### src/rtl/tw_pkg.sv
`timescale 1ns / 1ps
// ---------------------------------------------------------------------------
// tw_pkg: shared types and constants of the timing wheel
// Sizes of the wheel and pool, item structs, opcodes, states and ALU types.
// ---------------------------------------------------------------------------
package tw_pkg;

    localparam int SLOT_BITS    = 3;
    localparam int POOL_ENTRIES = 64;
    localparam int ROUND_BITS   = 29;

    localparam int WHEEL_LEN = 1 << SLOT_BITS;
    localparam int IDX_W     = $clog2(POOL_ENTRIES);
    localparam int PTR_W     = $clog2(POOL_ENTRIES + 1);

    // Pointer value that marks the end of a list or an empty slot.
    localparam logic [PTR_W-1:0] NIL = PTR_W'(POOL_ENTRIES);

    // Largest timeout whose round count fits and that leaves one wheel turn.
    localparam logic [63:0] MAX_A = (64'd1 << (ROUND_BITS + SLOT_BITS)) - 64'd1
                                    - 64'(WHEEL_LEN);
    localparam logic [63:0] MAX_B = 64'hFFFF_FFFF - 64'(WHEEL_LEN);
    localparam logic [31:0] MAX_TIMEOUT = 32'((MAX_A < MAX_B) ? MAX_A : MAX_B);

    // Opcodes of an input item.
    localparam logic [2:0] OP_INSERT = 3'd0;
    localparam logic [2:0] OP_DELETE = 3'd1;
    localparam logic [2:0] OP_NEXT   = 3'd2;
    localparam logic [2:0] OP_SKIP   = 3'd3;
    localparam logic [2:0] OP_EXPIRY = 3'd4;

    typedef struct packed {
        logic [2:0]  opcode;
        logic [5:0]  entry_id;
        logic [31:0] ticks;
    } t_in_item;

    typedef struct packed {
        logic [31:0] expire_time;
        logic        status;
    } t_out_item;

    // One word of the entry memory.
    typedef struct packed {
        logic [PTR_W-1:0]      next;
        logic [PTR_W-1:0]      prev;
        logic [SLOT_BITS-1:0]  slot;
        logic [ROUND_BITS-1:0] delta;
    } t_entry;

    typedef struct packed {
        logic sub;
        logic cin;
    } t_alu_ctl;

    typedef struct packed {
        logic [ROUND_BITS-1:0] sum;
        logic                  lt;
    } t_alu_res;

    typedef enum logic [4:0] {
        ST_IDLE,
        ST_INS_RD,
        ST_INS_CHK,
        ST_INS_BRK,
        ST_INS_LINK,
        ST_INS_BEF,
        ST_DEL_ID,
        ST_DEL_NX,
        ST_DEL_PV,
        ST_DEL_PW,
        ST_NXT_RD,
        ST_NXT_CHK,
        ST_SKP_RD,
        ST_SKP_WR,
        ST_EXP_ID,
        ST_EXP_RD,
        ST_EXP_ADD,
        ST_FIN_EXP,
        ST_DONE
    } t_state;

endpackage

### src/rtl/tw_round_alu.sv
`timescale 1ns / 1ps
// ---------------------------------------------------------------------------
// tw_round_alu: shared round arithmetic unit
// Adds or subtracts round counts modulo the round width with a carry or
// borrow in, and compares its operands.
// ---------------------------------------------------------------------------
module tw_round_alu (
    input  tw_pkg::t_alu_ctl                i_ctl,
    input  logic [tw_pkg::ROUND_BITS-1:0]   i_a,
    input  logic [tw_pkg::ROUND_BITS-1:0]   i_b,
    output tw_pkg::t_alu_res                o_res
);

    // Sum or difference, wrapping at the round width.
    always_comb begin
        if (i_ctl.sub) begin
            o_res.sum = i_a - i_b - tw_pkg::ROUND_BITS'(i_ctl.cin);
        end else begin
            o_res.sum = i_a + i_b + tw_pkg::ROUND_BITS'(i_ctl.cin);
        end
        o_res.lt = (i_a < i_b);
    end

endmodule

### src/rtl/timing_wheel_delta_lists.sv
`timescale 1ns / 1ps
// ---------------------------------------------------------------------------
// timing_wheel_delta_lists: hashed timing wheel with delta-coded round lists
//
// Each item is one timer operation and gives one result item. The block
// takes one item at a time; while it works, o_in_ready is low. Timer entries
// live in a single-port entry memory with a registered read, and every list
// step costs a read and an evaluation, so the memory port sets the time
// per item. An item with an entry in the wrong state, an unknown opcode or
// a skip of zero ticks goes straight to its result. Next expiry and skip
// pass an empty slot head without a memory read and read each occupied
// one; insert and entry expiry read one entry per step of the slot list,
// at most the pool size of them. One result register sits on the output,
// so the next item is taken while a result still waits; a finished result
// waits while the output register is full.
// ---------------------------------------------------------------------------
module timing_wheel_delta_lists (
    input  logic               i_clk,
    input  logic               i_rst_n,
    input  logic               i_in_valid,
    output logic               o_in_ready,
    input  tw_pkg::t_in_item   i_in_data,
    output logic               o_out_valid,
    input  logic               i_out_ready,
    output tw_pkg::t_out_item  o_out_data
);

    localparam int SB = tw_pkg::SLOT_BITS;
    localparam int RB = tw_pkg::ROUND_BITS;
    localparam int PW = tw_pkg::PTR_W;
    localparam int IW = tw_pkg::IDX_W;

    localparam logic [PW-1:0] NIL_P = tw_pkg::NIL;

    // Control and working registers.
    tw_pkg::t_state r_state, n_state;
    logic [SB-1:0]  r_cursor, n_cursor;
    logic [PW-1:0]  r_head [tw_pkg::WHEEL_LEN];
    logic [tw_pkg::POOL_ENTRIES-1:0] r_linked;
    logic           r_out_valid, n_out_valid;
    tw_pkg::t_out_item r_out, n_out;

    logic [IW-1:0]  r_id, n_id;
    logic [RB-1:0]  r_rn, n_rn;
    logic [SB-1:0]  r_slot, n_slot;
    logic [PW-1:0]  r_cur, n_cur;
    logic [PW-1:0]  r_before, n_before;
    logic [PW-1:0]  r_cnt, n_cnt;
    logic [SB:0]    r_i, n_i;
    logic [SB:0]    r_off, n_off;
    logic [RB-1:0]  r_sub, n_sub;
    logic [SB-1:0]  r_tlow, n_tlow;
    logic           r_found, n_found;
    logic [RB-1:0]  r_best, n_best;
    logic [SB-1:0]  r_best_slot, n_best_slot;
    tw_pkg::t_entry r_bword, n_bword;
    tw_pkg::t_entry r_word, n_word;
    logic [31:0]    r_expire, n_expire;
    logic           r_status, n_status;

    // Entry memory.
    tw_pkg::t_entry mem [tw_pkg::POOL_ENTRIES];
    tw_pkg::t_entry r_rdata;
    logic           mem_we, mem_re;
    logic [IW-1:0]  mem_waddr, mem_raddr;
    tw_pkg::t_entry mem_wdata;

    // Slot head and linked flag updates.
    logic           head_we;
    logic [SB-1:0]  head_waddr;
    logic [PW-1:0]  head_wdata;
    logic           link_set, link_clr;

    // Shared round unit.
    tw_pkg::t_alu_ctl alu_ctl;
    logic [RB-1:0]    alu_a, alu_b;
    tw_pkg::t_alu_res alu_res;

    tw_round_alu u_alu (
        .i_ctl (alu_ctl),
        .i_a   (alu_a),
        .i_b   (alu_b),
        .o_res (alu_res)
    );

    // Input decode helpers.
    logic           id_ok;
    logic [31:0]    t_clamp;
    logic [SB-1:0]  t_off;
    logic [SB-1:0]  k_off;
    logic [SB-1:0]  scan_slot;
    logic [SB:0]    slot_dist;
    logic [31:0]    calc_expire;
    logic           skip_borrow;

    assign o_in_ready  = (r_state == tw_pkg::ST_IDLE);
    assign o_out_valid = r_out_valid;
    assign o_out_data  = r_out;

    always_comb begin
        id_ok     = (32'(i_in_data.entry_id) < 32'(tw_pkg::POOL_ENTRIES));
        t_clamp   = (i_in_data.ticks > tw_pkg::MAX_TIMEOUT) ? tw_pkg::MAX_TIMEOUT
                                                            : i_in_data.ticks;
        t_off     = t_clamp[SB-1:0];
        k_off     = i_in_data.ticks[SB-1:0];
        scan_slot = (r_state == tw_pkg::ST_NXT_RD) ? r_cursor + SB'(1) + r_i[SB-1:0]
                                                   : r_cursor + r_i[SB-1:0];
        skip_borrow = (r_i != '0) && (r_i < r_off);
    end

    // Expiry from a round count and a slot, relative to the cursor.
    always_comb begin
        if (r_slot > r_cursor) begin
            slot_dist = {1'b0, r_slot} - {1'b0, r_cursor};
        end else begin
            slot_dist = (SB + 1)'(tw_pkg::WHEEL_LEN) - {1'b0, r_cursor} + {1'b0, r_slot};
        end
        calc_expire = ((32'(r_rn) - 32'd1) << SB) + 32'(slot_dist);
    end

    // Sequencer: next state, memory port and round unit control.
    always_comb begin
        n_state     = r_state;
        n_cursor    = r_cursor;
        n_out_valid = r_out_valid;
        n_out       = r_out;
        n_id        = r_id;
        n_rn        = r_rn;
        n_slot      = r_slot;
        n_cur       = r_cur;
        n_before    = r_before;
        n_cnt       = r_cnt;
        n_i         = r_i;
        n_off       = r_off;
        n_sub       = r_sub;
        n_tlow      = r_tlow;
        n_found     = r_found;
        n_best      = r_best;
        n_best_slot = r_best_slot;
        n_bword     = r_bword;
        n_word      = r_word;
        n_expire    = r_expire;
        n_status    = r_status;
        mem_we      = 1'b0;
        mem_re      = 1'b0;
        mem_waddr   = r_cur[IW-1:0];
        mem_raddr   = r_cur[IW-1:0];
        mem_wdata   = r_rdata;
        head_we     = 1'b0;
        head_waddr  = r_slot;
        head_wdata  = NIL_P;
        link_set    = 1'b0;
        link_clr    = 1'b0;
        alu_ctl     = '{sub: 1'b1, cin: 1'b0};
        alu_a       = r_rn;
        alu_b       = r_rdata.delta;

        // The output register empties when its item is taken.
        if (r_out_valid && i_out_ready) begin
            n_out_valid = 1'b0;
        end

        case (r_state)
            tw_pkg::ST_IDLE: begin
                if (i_in_valid) begin
                    n_id     = IW'(i_in_data.entry_id);
                    n_expire = '0;
                    n_status = 1'b0;
                    n_state  = tw_pkg::ST_DONE;
                    case (i_in_data.opcode)
                        tw_pkg::OP_INSERT: begin
                            if (!id_ok || r_linked[IW'(i_in_data.entry_id)]) begin
                                n_status = 1'b1;
                            end else begin
                                n_rn     = RB'(t_clamp >> SB) + RB'(t_off != '0);
                                n_slot   = t_off + r_cursor;
                                n_cur    = r_head[t_off + r_cursor];
                                n_before = NIL_P;
                                n_cnt    = '0;
                                n_state  = tw_pkg::ST_INS_RD;
                            end
                        end
                        tw_pkg::OP_DELETE: begin
                            if (!id_ok || !r_linked[IW'(i_in_data.entry_id)]) begin
                                n_status = 1'b1;
                            end else begin
                                mem_re    = 1'b1;
                                mem_raddr = IW'(i_in_data.entry_id);
                                n_state   = tw_pkg::ST_DEL_ID;
                            end
                        end
                        tw_pkg::OP_NEXT: begin
                            n_i     = '0;
                            n_found = 1'b0;
                            n_state = tw_pkg::ST_NXT_RD;
                        end
                        tw_pkg::OP_SKIP: begin
                            if (i_in_data.ticks != '0) begin
                                n_off   = (k_off == '0) ? (SB + 1)'(tw_pkg::WHEEL_LEN)
                                                        : {1'b0, k_off};
                                n_sub   = RB'(i_in_data.ticks >> SB) - RB'(k_off == '0);
                                n_tlow  = k_off;
                                n_i     = '0;
                                n_state = tw_pkg::ST_SKP_RD;
                            end
                        end
                        tw_pkg::OP_EXPIRY: begin
                            if (!id_ok || !r_linked[IW'(i_in_data.entry_id)]) begin
                                n_expire = '1;
                                n_status = 1'b1;
                            end else begin
                                mem_re    = 1'b1;
                                mem_raddr = IW'(i_in_data.entry_id);
                                n_state   = tw_pkg::ST_EXP_ID;
                            end
                        end
                        default: begin
                        end
                    endcase
                end
            end

            // Insert: walk the slot list, subtracting deltas not above ours.
            tw_pkg::ST_INS_RD: begin
                if (r_cur == NIL_P || r_cnt == PW'(tw_pkg::POOL_ENTRIES)) begin
                    n_state = tw_pkg::ST_INS_LINK;
                end else begin
                    mem_re  = 1'b1;
                    n_state = tw_pkg::ST_INS_CHK;
                end
            end
            tw_pkg::ST_INS_CHK: begin
                if (!alu_res.lt) begin
                    n_rn     = alu_res.sum;
                    n_before = r_cur;
                    n_bword  = r_rdata;
                    n_cur    = r_rdata.next;
                    n_cnt    = r_cnt + PW'(1);
                    n_state  = tw_pkg::ST_INS_RD;
                end else begin
                    n_state = tw_pkg::ST_INS_BRK;
                end
            end
            tw_pkg::ST_INS_BRK: begin
                // The successor keeps the remainder of its delta.
                alu_a           = r_rdata.delta;
                alu_b           = r_rn;
                mem_we          = 1'b1;
                mem_wdata       = r_rdata;
                mem_wdata.delta = alu_res.sum;
                mem_wdata.prev  = PW'(r_id);
                n_state         = tw_pkg::ST_INS_LINK;
            end
            tw_pkg::ST_INS_LINK: begin
                mem_we          = 1'b1;
                mem_waddr       = r_id;
                mem_wdata.next  = r_cur;
                mem_wdata.prev  = r_before;
                mem_wdata.slot  = r_slot;
                mem_wdata.delta = r_rn;
                link_set        = 1'b1;
                if (r_before == NIL_P) begin
                    head_we    = 1'b1;
                    head_wdata = PW'(r_id);
                    n_state    = tw_pkg::ST_DONE;
                end else begin
                    n_state = tw_pkg::ST_INS_BEF;
                end
            end
            tw_pkg::ST_INS_BEF: begin
                mem_we         = 1'b1;
                mem_waddr      = r_before[IW-1:0];
                mem_wdata      = r_bword;
                mem_wdata.next = PW'(r_id);
                n_state        = tw_pkg::ST_DONE;
            end

            // Delete: fold the delta into the successor, then unlink.
            tw_pkg::ST_DEL_ID: begin
                n_word = r_rdata;
                if (r_rdata.next != NIL_P) begin
                    mem_re    = 1'b1;
                    mem_raddr = r_rdata.next[IW-1:0];
                    n_state   = tw_pkg::ST_DEL_NX;
                end else begin
                    n_state = tw_pkg::ST_DEL_PV;
                end
            end
            tw_pkg::ST_DEL_NX: begin
                alu_ctl         = '{sub: 1'b0, cin: 1'b0};
                alu_a           = r_rdata.delta;
                alu_b           = r_word.delta;
                mem_we          = 1'b1;
                mem_waddr       = r_word.next[IW-1:0];
                mem_wdata       = r_rdata;
                mem_wdata.delta = alu_res.sum;
                mem_wdata.prev  = r_word.prev;
                n_state         = tw_pkg::ST_DEL_PV;
            end
            tw_pkg::ST_DEL_PV: begin
                if (r_word.prev == NIL_P) begin
                    head_we    = 1'b1;
                    head_waddr = r_word.slot;
                    head_wdata = r_word.next;
                    link_clr   = 1'b1;
                    n_state    = tw_pkg::ST_DONE;
                end else begin
                    mem_re    = 1'b1;
                    mem_raddr = r_word.prev[IW-1:0];
                    n_state   = tw_pkg::ST_DEL_PW;
                end
            end
            tw_pkg::ST_DEL_PW: begin
                mem_we         = 1'b1;
                mem_waddr      = r_word.prev[IW-1:0];
                mem_wdata      = r_rdata;
                mem_wdata.next = r_word.next;
                link_clr       = 1'b1;
                n_state        = tw_pkg::ST_DONE;
            end

            // Next expiry: scan the slot heads from the one after the cursor.
            tw_pkg::ST_NXT_RD: begin
                if (r_i == (SB + 1)'(tw_pkg::WHEEL_LEN)) begin
                    if (r_found) begin
                        n_rn    = r_best;
                        n_slot  = r_best_slot;
                        n_state = tw_pkg::ST_FIN_EXP;
                    end else begin
                        n_expire = '1;
                        n_state  = tw_pkg::ST_DONE;
                    end
                end else if (r_head[scan_slot] == NIL_P) begin
                    n_i = r_i + (SB + 1)'(1);
                end else begin
                    mem_re    = 1'b1;
                    mem_raddr = r_head[scan_slot][IW-1:0];
                    n_slot    = scan_slot;
                    n_state   = tw_pkg::ST_NXT_CHK;
                end
            end
            tw_pkg::ST_NXT_CHK: begin
                alu_a = r_rdata.delta;
                alu_b = r_best;
                if (!r_found || alu_res.lt) begin
                    n_found     = 1'b1;
                    n_best      = r_rdata.delta;
                    n_best_slot = r_slot;
                end
                n_i     = r_i + (SB + 1)'(1);
                n_state = tw_pkg::ST_NXT_RD;
            end

            // Skip: age every slot head, then move the cursor.
            tw_pkg::ST_SKP_RD: begin
                if (r_i == (SB + 1)'(tw_pkg::WHEEL_LEN)) begin
                    n_cursor = r_cursor + r_tlow - SB'(1);
                    n_state  = tw_pkg::ST_DONE;
                end else if (r_head[scan_slot] == NIL_P) begin
                    n_i = r_i + (SB + 1)'(1);
                end else begin
                    mem_re    = 1'b1;
                    mem_raddr = r_head[scan_slot][IW-1:0];
                    n_cur     = r_head[scan_slot];
                    n_state   = tw_pkg::ST_SKP_WR;
                end
            end
            tw_pkg::ST_SKP_WR: begin
                alu_ctl         = '{sub: 1'b1, cin: skip_borrow};
                alu_a           = r_rdata.delta;
                alu_b           = r_sub;
                mem_we          = 1'b1;
                mem_wdata       = r_rdata;
                mem_wdata.delta = alu_res.sum;
                n_i             = r_i + (SB + 1)'(1);
                n_state         = tw_pkg::ST_SKP_RD;
            end

            // Entry expiry: sum the deltas from the head down to the entry.
            tw_pkg::ST_EXP_ID: begin
                n_slot  = r_rdata.slot;
                n_rn    = r_rdata.delta;
                n_cur   = r_head[r_rdata.slot];
                n_cnt   = '0;
                n_state = tw_pkg::ST_EXP_RD;
            end
            tw_pkg::ST_EXP_RD: begin
                if (r_cur == PW'(r_id) || r_cur == NIL_P ||
                    r_cnt == PW'(tw_pkg::POOL_ENTRIES)) begin
                    n_state = tw_pkg::ST_FIN_EXP;
                end else begin
                    mem_re  = 1'b1;
                    n_state = tw_pkg::ST_EXP_ADD;
                end
            end
            tw_pkg::ST_EXP_ADD: begin
                alu_ctl = '{sub: 1'b0, cin: 1'b0};
                n_rn    = alu_res.sum;
                n_cur   = r_rdata.next;
                n_cnt   = r_cnt + PW'(1);
                n_state = tw_pkg::ST_EXP_RD;
            end

            tw_pkg::ST_FIN_EXP: begin
                n_expire = calc_expire;
                n_state  = tw_pkg::ST_DONE;
            end

            // Hand the result to the output register once it is free.
            tw_pkg::ST_DONE: begin
                if (!r_out_valid || i_out_ready) begin
                    n_out_valid       = 1'b1;
                    n_out.expire_time = r_expire;
                    n_out.status      = r_status;
                    n_state           = tw_pkg::ST_IDLE;
                end
            end

            default: begin
                n_state = tw_pkg::ST_IDLE;
            end
        endcase
    end

    // State register and control state.
    always_ff @(posedge i_clk) begin
        if (!i_rst_n) begin
            r_state     <= tw_pkg::ST_IDLE;
            r_cursor    <= '0;
            r_out_valid <= 1'b0;
            r_linked    <= '0;
            for (int s = 0; s < tw_pkg::WHEEL_LEN; s++) begin
                r_head[s] <= NIL_P;
            end
        end else begin
            r_state     <= n_state;
            r_cursor    <= n_cursor;
            r_out_valid <= n_out_valid;
            if (head_we) begin
                r_head[head_waddr] <= head_wdata;
            end
            if (link_set) begin
                r_linked[r_id] <= 1'b1;
            end
            if (link_clr) begin
                r_linked[r_id] <= 1'b0;
            end
        end
    end

    // Working registers carry payload only.
    always_ff @(posedge i_clk) begin
        r_out       <= n_out;
        r_id        <= n_id;
        r_rn        <= n_rn;
        r_slot      <= n_slot;
        r_cur       <= n_cur;
        r_before    <= n_before;
        r_cnt       <= n_cnt;
        r_i         <= n_i;
        r_off       <= n_off;
        r_sub       <= n_sub;
        r_tlow      <= n_tlow;
        r_found     <= n_found;
        r_best      <= n_best;
        r_best_slot <= n_best_slot;
        r_bword     <= n_bword;
        r_word      <= n_word;
        r_expire    <= n_expire;
        r_status    <= n_status;
    end

    // Entry memory with a registered read port.
    always_ff @(posedge i_clk) begin
        if (mem_we) begin
            mem[mem_waddr] <= mem_wdata;
        end
        if (mem_re) begin
            r_rdata <= mem[mem_raddr];
        end
    end

`ifndef SYNTHESIS
    // An accepted item always starts work.
    a_accept_busy: assert property (@(posedge i_clk) disable iff (!i_rst_n)
        (i_in_valid && o_in_ready) |=> (r_state != tw_pkg::ST_IDLE))
        else $error("accepted item did not leave idle");

    // A result waiting on a full output register does not overwrite it.
    a_done_hold: assert property (@(posedge i_clk) disable iff (!i_rst_n)
        (r_state == tw_pkg::ST_DONE && r_out_valid && !i_out_ready)
        |=> ($stable(o_out_data) && r_state == tw_pkg::ST_DONE))
        else $error("result overwrote a waiting output item");

    // An entry is linked only when it was not linked before.
    a_link_fresh: assert property (@(posedge i_clk) disable iff (!i_rst_n)
        (r_state == tw_pkg::ST_INS_LINK) |-> !r_linked[r_id])
        else $error("insert linked an entry twice");

    // Unlinking through a predecessor needs a real predecessor.
    a_del_prev: assert property (@(posedge i_clk) disable iff (!i_rst_n)
        (r_state == tw_pkg::ST_DEL_PW) |-> (r_word.prev != NIL_P))
        else $error("delete patched an empty predecessor");
`endif

endmodule
### config.mk
export PLATFORM = sky130hd
export DESIGN_NAME = timing_wheel_delta_lists
export DESIGN_NICKNAME = d
export VERILOG_FILES = /design/src/rtl/tw_pkg.sv /design/src/rtl/tw_round_alu.sv /design/src/rtl/timing_wheel_delta_lists.sv
export SDC_FILE = /design/constraint.sdc
export NUM_CORES = 2
export LEC_CHECK = 0
export BUFFER_PORTS_ARGS = -buffer_cell sky130_fd_sc_hd__buf_2
export CAP_MARGIN = 20
export CELL_PAD_IN_SITES_DETAIL_PLACEMENT = 0
export CELL_PAD_IN_SITES_GLOBAL_PLACEMENT = 1
export CORE_MARGIN = 2
export CORE_UTILIZATION = 56
export CTS_BUF_LIST = sky130_fd_sc_hd__clkbuf_4
export DETAILED_ROUTE_END_ITERATION = 16
export GPL_ROUTABILITY_DRIVEN = 0
export HOLD_SLACK_MARGIN = 0.12
export PLACE_DENSITY_LB_ADDON = 0.1
export SLEW_MARGIN = 0
export SYNTH_ARGS = -nofsm -noshare
export SYNTH_HDL_FRONTEND = slang
export SYNTH_SLANG_ARGS = --single-unit
### constraint.sdc
create_clock -name i_clk -period 10.83 [get_ports i_clk]
set_input_delay 2.166 -clock i_clk [delete_from_list [all_inputs] [get_ports i_clk]]
set_output_delay 2.166 -clock i_clk [all_outputs]
set_load 0.02 [all_outputs]
# After elaboration in Yosys (flattened, before gate mapping)
# Memories as Yosys holds them, arrays and structs flattened. A register that Yosys moved wholly into a read port is not among the register bits.
# Index checks and enable logic that the tools add are counted.
[word_totals] regBits=356 latchBits=0 mem_bits_rw=3000 romBits=0 inputBits=45 out_inout_bits=35 n_memories=2
[mem_list] memory="mem" words=64 word_bits=46 rd=1 rd_ports_with_merged_regs=1 wr=1 line="timing_wheel_delta_lists.sv:62" source="tw_pkg::t_entry mem [tw_pkg::POOL_ENTRIES];"
[mem_list] memory="r_head" words=8 word_bits=7 rd=3 rd_ports_with_merged_regs=0 wr=8 line="timing_wheel_delta_lists.sv:38" source="logic [PW-1:0] r_head [tw_pkg::WHEEL_LEN];"
[op_classes] add_sub_neg=19 n_mul=0 div=0 magnitude_cmp=7 n_eq_ne=49 shift=0 muxes=126 bitwise_logic=4 reduce_logical=48
[op_table] cell="one-hot mux 46 bit (6 select lines)" n=1
[op_table] cell="2-to-1 mux 29 bit" n=8
[op_table] cell="2-to-1 mux 32 bit" n=6
[op_table] cell="2-to-1 mux 64 bit" n=3
[op_table] cell="one-hot mux 29 bit (5 select lines)" n=1
[op_table] cell="2-to-1 mux 7 bit" n=17
[op_table] cell="one-hot mux 29 bit (4 select lines)" n=1
[op_table] cell="one-hot mux 32 bit (3 select lines)" n=1
[op_table] cell="one-hot mux 5 bit (16 select lines)" n=1
[op_table] cell="AND 64 bit" n=1
[op_table] cell="inverter 64 bit" n=1
[op_table] cell="bitwise OR 64 bit" n=1
[op_table] cell="2-to-1 mux 5 bit" n=12
[op_table] cell="adder 29 x 1 -> 29 bit" n=2
[op_table] cell="subtractor 29 x 1 -> 29 bit" n=2
[op_table] cell="one-hot mux 6 bit (4 select lines)" n=2
[op_table] cell="2-to-1 mux 6 bit" n=7
[op_table] cell="equality test 5 x 4 -> 1 bit (second input constant)" n=8
[op_table] cell="equality test 7 bit (second input constant)" n=5
[op_table] cell="one-hot mux 7 bit (5 select lines)" n=1
[op_table] cell="2-to-1 mux 3 bit" n=11
[op_table] cell="adder 32 x 4 -> 32 bit" n=1
[op_table] cell="> comparator 32 bit (second input constant)" n=1
[op_table] cell="nonzero test 32 bit" n=1
[op_table] cell="other kinds (64)" n=158

# Depth between registers and ports, before layout
[logic_depth] word_depth=9 ltp_mapped=26 ltp_nobuf=22

# By module
# From an unflattened synthesis, not the netlist that was laid out.
[hier_totals] hier_cells=10043 area_unflattened_um2=142733.1
[modules_own_cells] module="timing_wheel_delta_lists" n_inst=1 cells_per_inst=9383 area_each_um2=138173.8 seq_area_each_um2=101427.3
[modules_own_cells] module="tw_round_alu" n_inst=1 cells_per_inst=660 area_each_um2=4559.4 seq_area_each_um2=0.0

# Worst setup path before layout
# Ideal clock, no wire load.
[synth_timing] kind="register to register" startpoint="reg r_state[1]" endpoint="mem mem[0][27] (netlist bit) (data pin)" setup_time_ns=0.702 arrival_ns=7.667 t_required_ns=10.128 path_slack_ns=2.461 path_stages_with_launch=24 path_buffers=5 period_less_slack_ns=8.369 cell_sequence="dfxtp_1 -> buf_2 -> clkbuf_1 -> clkbuf_1 -> nand2_1 -> nor2_1 -> clkbuf_1 -> buf_1 -> a22oi_1 -> nand2_1 -> a21o_1 -> ha_1 -> ha_1 -> nand2_1 -> o21ai_0 -> nor3_1 -> o31ai_1 -> a2111oi_0 -> o41ai_1 -> a21oi_1 -> o21ai_0 -> xor2_1 -> mux2i_1 -> o21ai_0"
[synth_lines] item="start: declaration" line="timing_wheel_delta_lists.sv:36" source="tw_pkg::t_state r_state, n_state;"
[synth_lines] item="start signal: assignment" line="timing_wheel_delta_lists.sv:428" source="r_state <= tw_pkg::ST_IDLE;"
[synth_lines] item="start signal: assignment" line="timing_wheel_delta_lists.sv:436" source="r_state <= n_state;"
[synth_lines] item="end: declaration" line="timing_wheel_delta_lists.sv:62"

==> impl_metrics.py <==
metrics = {
    "setup_path": {
        "worst_setup_path_end_kind": "register",
        "crit_required_ns": 11.92,
        "worstPathArrival_ns": 9.32,
        "start_kind": "register",
        "path_class": "reg2reg",
        "path_max_fanout": 64,
    },
    "grt": {
        "first_global_vias": 90107,
        "use_met1": 0.459,
        "antenna_found_initial": 25,
        "grt_max_degree": 126,
        "grt-ovfl-total": 0,
        "grt_use_met2": 0.506,
        "grt_first_pass_wirelength_mm": 613,
        "grt_usage": 0.325,
        "grt_use_met3": 0.0790,
        "busiest_layer": "met2",
    },
    "clock_tree": {
        "root_buffer": "clkbuf_4",
        "clk_latency_ns": 1.42,
        "cts_tree": "built",
        "cts.sinks": 3402,
        "h-tree-depth": 6,
        "path_clk_slew_ns": 0.07,
        "cts_setup_buffers": 0,
        "cts_buffers": 845,
        "cts_resized": 0,
        "cts_buffer_depth": 4,
        "cts_hold_repair.buffers": 0,
    },
    "logic_synthesis": {
        "synth-seq-area-share": 0.711,
        "ys_types": 91,
        "ys_ff_latch": 3402,
        "synth_most_common_cell": "edfxtp_1",
        "synth_edf_count": 3329,
        "synth.top_cell.area_share": 0.701,
        "netlist_instances": 10003,
        "synth_warnings": 0,
        "synth_fp_nets": 10187,
        "yosysTopAreaCell": "edfxtp_1",
        "syn_avg_cell_area_sq_um": 14.3,
        "async_flop_share": 0,
        "synthesis.area_sq_um": 143000,
        "synthTopCellsByCount": "3329 x edfxtp_1, 1573 x nand2_1, 947 x mux2i_1",
        "synth_ff_type": "edfxtp_1",
        "synth_area_leaders": "edfxtp_1 70%, mux2i_1 6.6%, nand2_1 4.1%, o22ai_1 1.6%, a21oi_1 1.5%",
    },
    "outcome": {
        "status": "complete, no violations",
    },
    "route": {
        "vias": 92807,
        "drt_iter0_markers": 11968,
        "finalWirelength_mm": 427,
        "antenna_left": 0,
        "drcViolationCount": 0,
        "drtPass1Iterations": 8,
        "avgViaCountPerCell": 6.39,
        "wire_per_inst_um": 29.4,
    },
    "sta": {
        "slew_headroom": 0.158,
        "period_share": 0.760,
        "finalSetupTns_ns": 0,
        "setup_viol": 0,
        "rsz0062_at_grt": "no",
        "max_slew.worst_pin.slew_ns": 1.25,
        "slew_violations": 0,
        "hold_violations": 0,
        "fin_crit_ns": 8.23,
        "fmax_mhz": 121,
        "finClkSkew_ns": 0.119,
    },
    "layout": {
        "drive_gt1_frac": 0.171,
        "area_delta_synth_final_pct": 11.0,
        "nNetsFinal": 10756,
    },
    "floorplan": {
        "start_util": 0.562,
        "core_sq_um": 254000,
        "boundaryPins": 80,
        "die_y_um": 509,
        "die_x_um": 509,
        "rows": 185,
        "die_area_sq_um": 259000,
    },
    "worst_hold_path": {
        "hp-class": "reg2reg",
    },
    "flow_run": {
        "max_cap_violations": 0,
    },
    "placement": {
        "io_buffers": 79,
        "hpwl_mm": 250,
    },
}
[through the flow]
step / utilization / hold slack [ns] / cells / instance area [sq um] / worst slack, ns
2_1_floorplan: - / 0.400 / 10003 / 143000 / 2.46
3_3_place_gp: 0.583 / 0.402 / 13077 / 148000 / 1.72
3_5_place_dp: 0.583 / 0.405 / 13088 / 148000 / 1.94
4_1_cts: 0.623 / 0.417 / 14501 / 158000 / 2.72
5_1_grt: 0.624 / 0.427 / 14507 / 158000 / 2.43
6_report: 0.624 / 0.417 / 14515 / 158000 / 2.60
[final cells by class]
class / count / area (sq um)
antenna: 11 / 27.5
clock buffer: 1218 / 9140
clock inverter: 195 / 1100
fill: 19386 / 95500
inverter: 154 / 578
multi-input combinational: 5821 / 39100
sequential: 3402 / 101000
tap: 3366 / 4210
timing repair buffer: 348 / 2690
[state kept, by name, summed over array words and instances, names as in the netlist, 32 cells and up]
register,flops
mem,2944
o_out_data,33
r_bword,39
r_expire,32
r_head,56
r_linked,64
r_rdata,46
r_word,46
[worst paths after layout]
kind	end	from	slack, ns	cells after the start
worst max-delay path	mem[9][28]	r_state[2]	2.60	22
worst min-delay path	o_out_data[19]	r_expire[18]	0.42	0
worst max register to register	mem[9][28]	r_state[2]	2.60	22
worst min register to register	o_out_data[19]	r_expire[18]	0.42	0
[placed cells by master, fill, tap and decap left out, drive strengths merged, types with 54 or more instances in the layout]
| cell type | n |
|---|---|
| a21o | 146 |
| ha | 130 |
| o21ai | 171 |
| edfxtp | 3329 |
| a22oi | 95 |
| nor4 | 71 |
| a31oi | 72 |
| inv | 169 |
| nand2 | 1573 |
| dfxtp | 73 |
| clkinv | 160 |
| a211oi | 55 |
| clkbuf | 1218 |
| xnor2 | 82 |
| buf | 348 |
| nor2 | 350 |
| mux2i | 947 |
| or4 | 54 |
| xor2 | 75 |
| o22ai | 374 |
| a21oi | 419 |
| nand4 | 67 |
| nor3 | 67 |
| and3 | 156 |
| nand3 | 272 |
[kinds of logic (layout without fill, tap and decap cells)]
family	after synthesis	count (layout)	share of synthesized area
and+or+nand+nor	2768	2768	0.0861
other	0	11	0
muxes	1026	1026	0.0760
DFF	3402	3402	0.711
buffers and inverters	780	1915	0.0226
adders and majority gates	140	140	0.0127
AOI/OAI and AO/OA	1730	1730	0.0816
xor gates and xnor gates	157	157	0.00964
[critical path: stages (launching register included)]
cell and delay, ns:
dfxtp_2 0.98, buf_4 0.50, and3b_1 0.30, o21ai_4 0.07
buf_4 0.35, nand2_1 0.17, nand3_1 0.19, fa_1 0.51
fa_1 0.45, nand2b_1 0.11, maj3_1 0.23, o311ai_0 0.23
o211ai_1 0.34, nand3_1 0.29, o221ai_1 0.42, a31oi_1 0.20
o31ai_1 0.63, a311oi_1 0.26, xnor2_1 0.18, a221oi_1 0.35
xor2_1 0.21, o221ai_4 0.20, buf_4 0.58
[routing by layer]
layer	wire length (um)	up-vias
met1	168000	46546
met2	197000	5506
met4	10000	14
met5	93	-
met3	51600	710
li1	-	40031
Power is left out: the tool's default activity adds up to more than one toggle a clock period on the data nets, which glitch-free logic cannot reach.
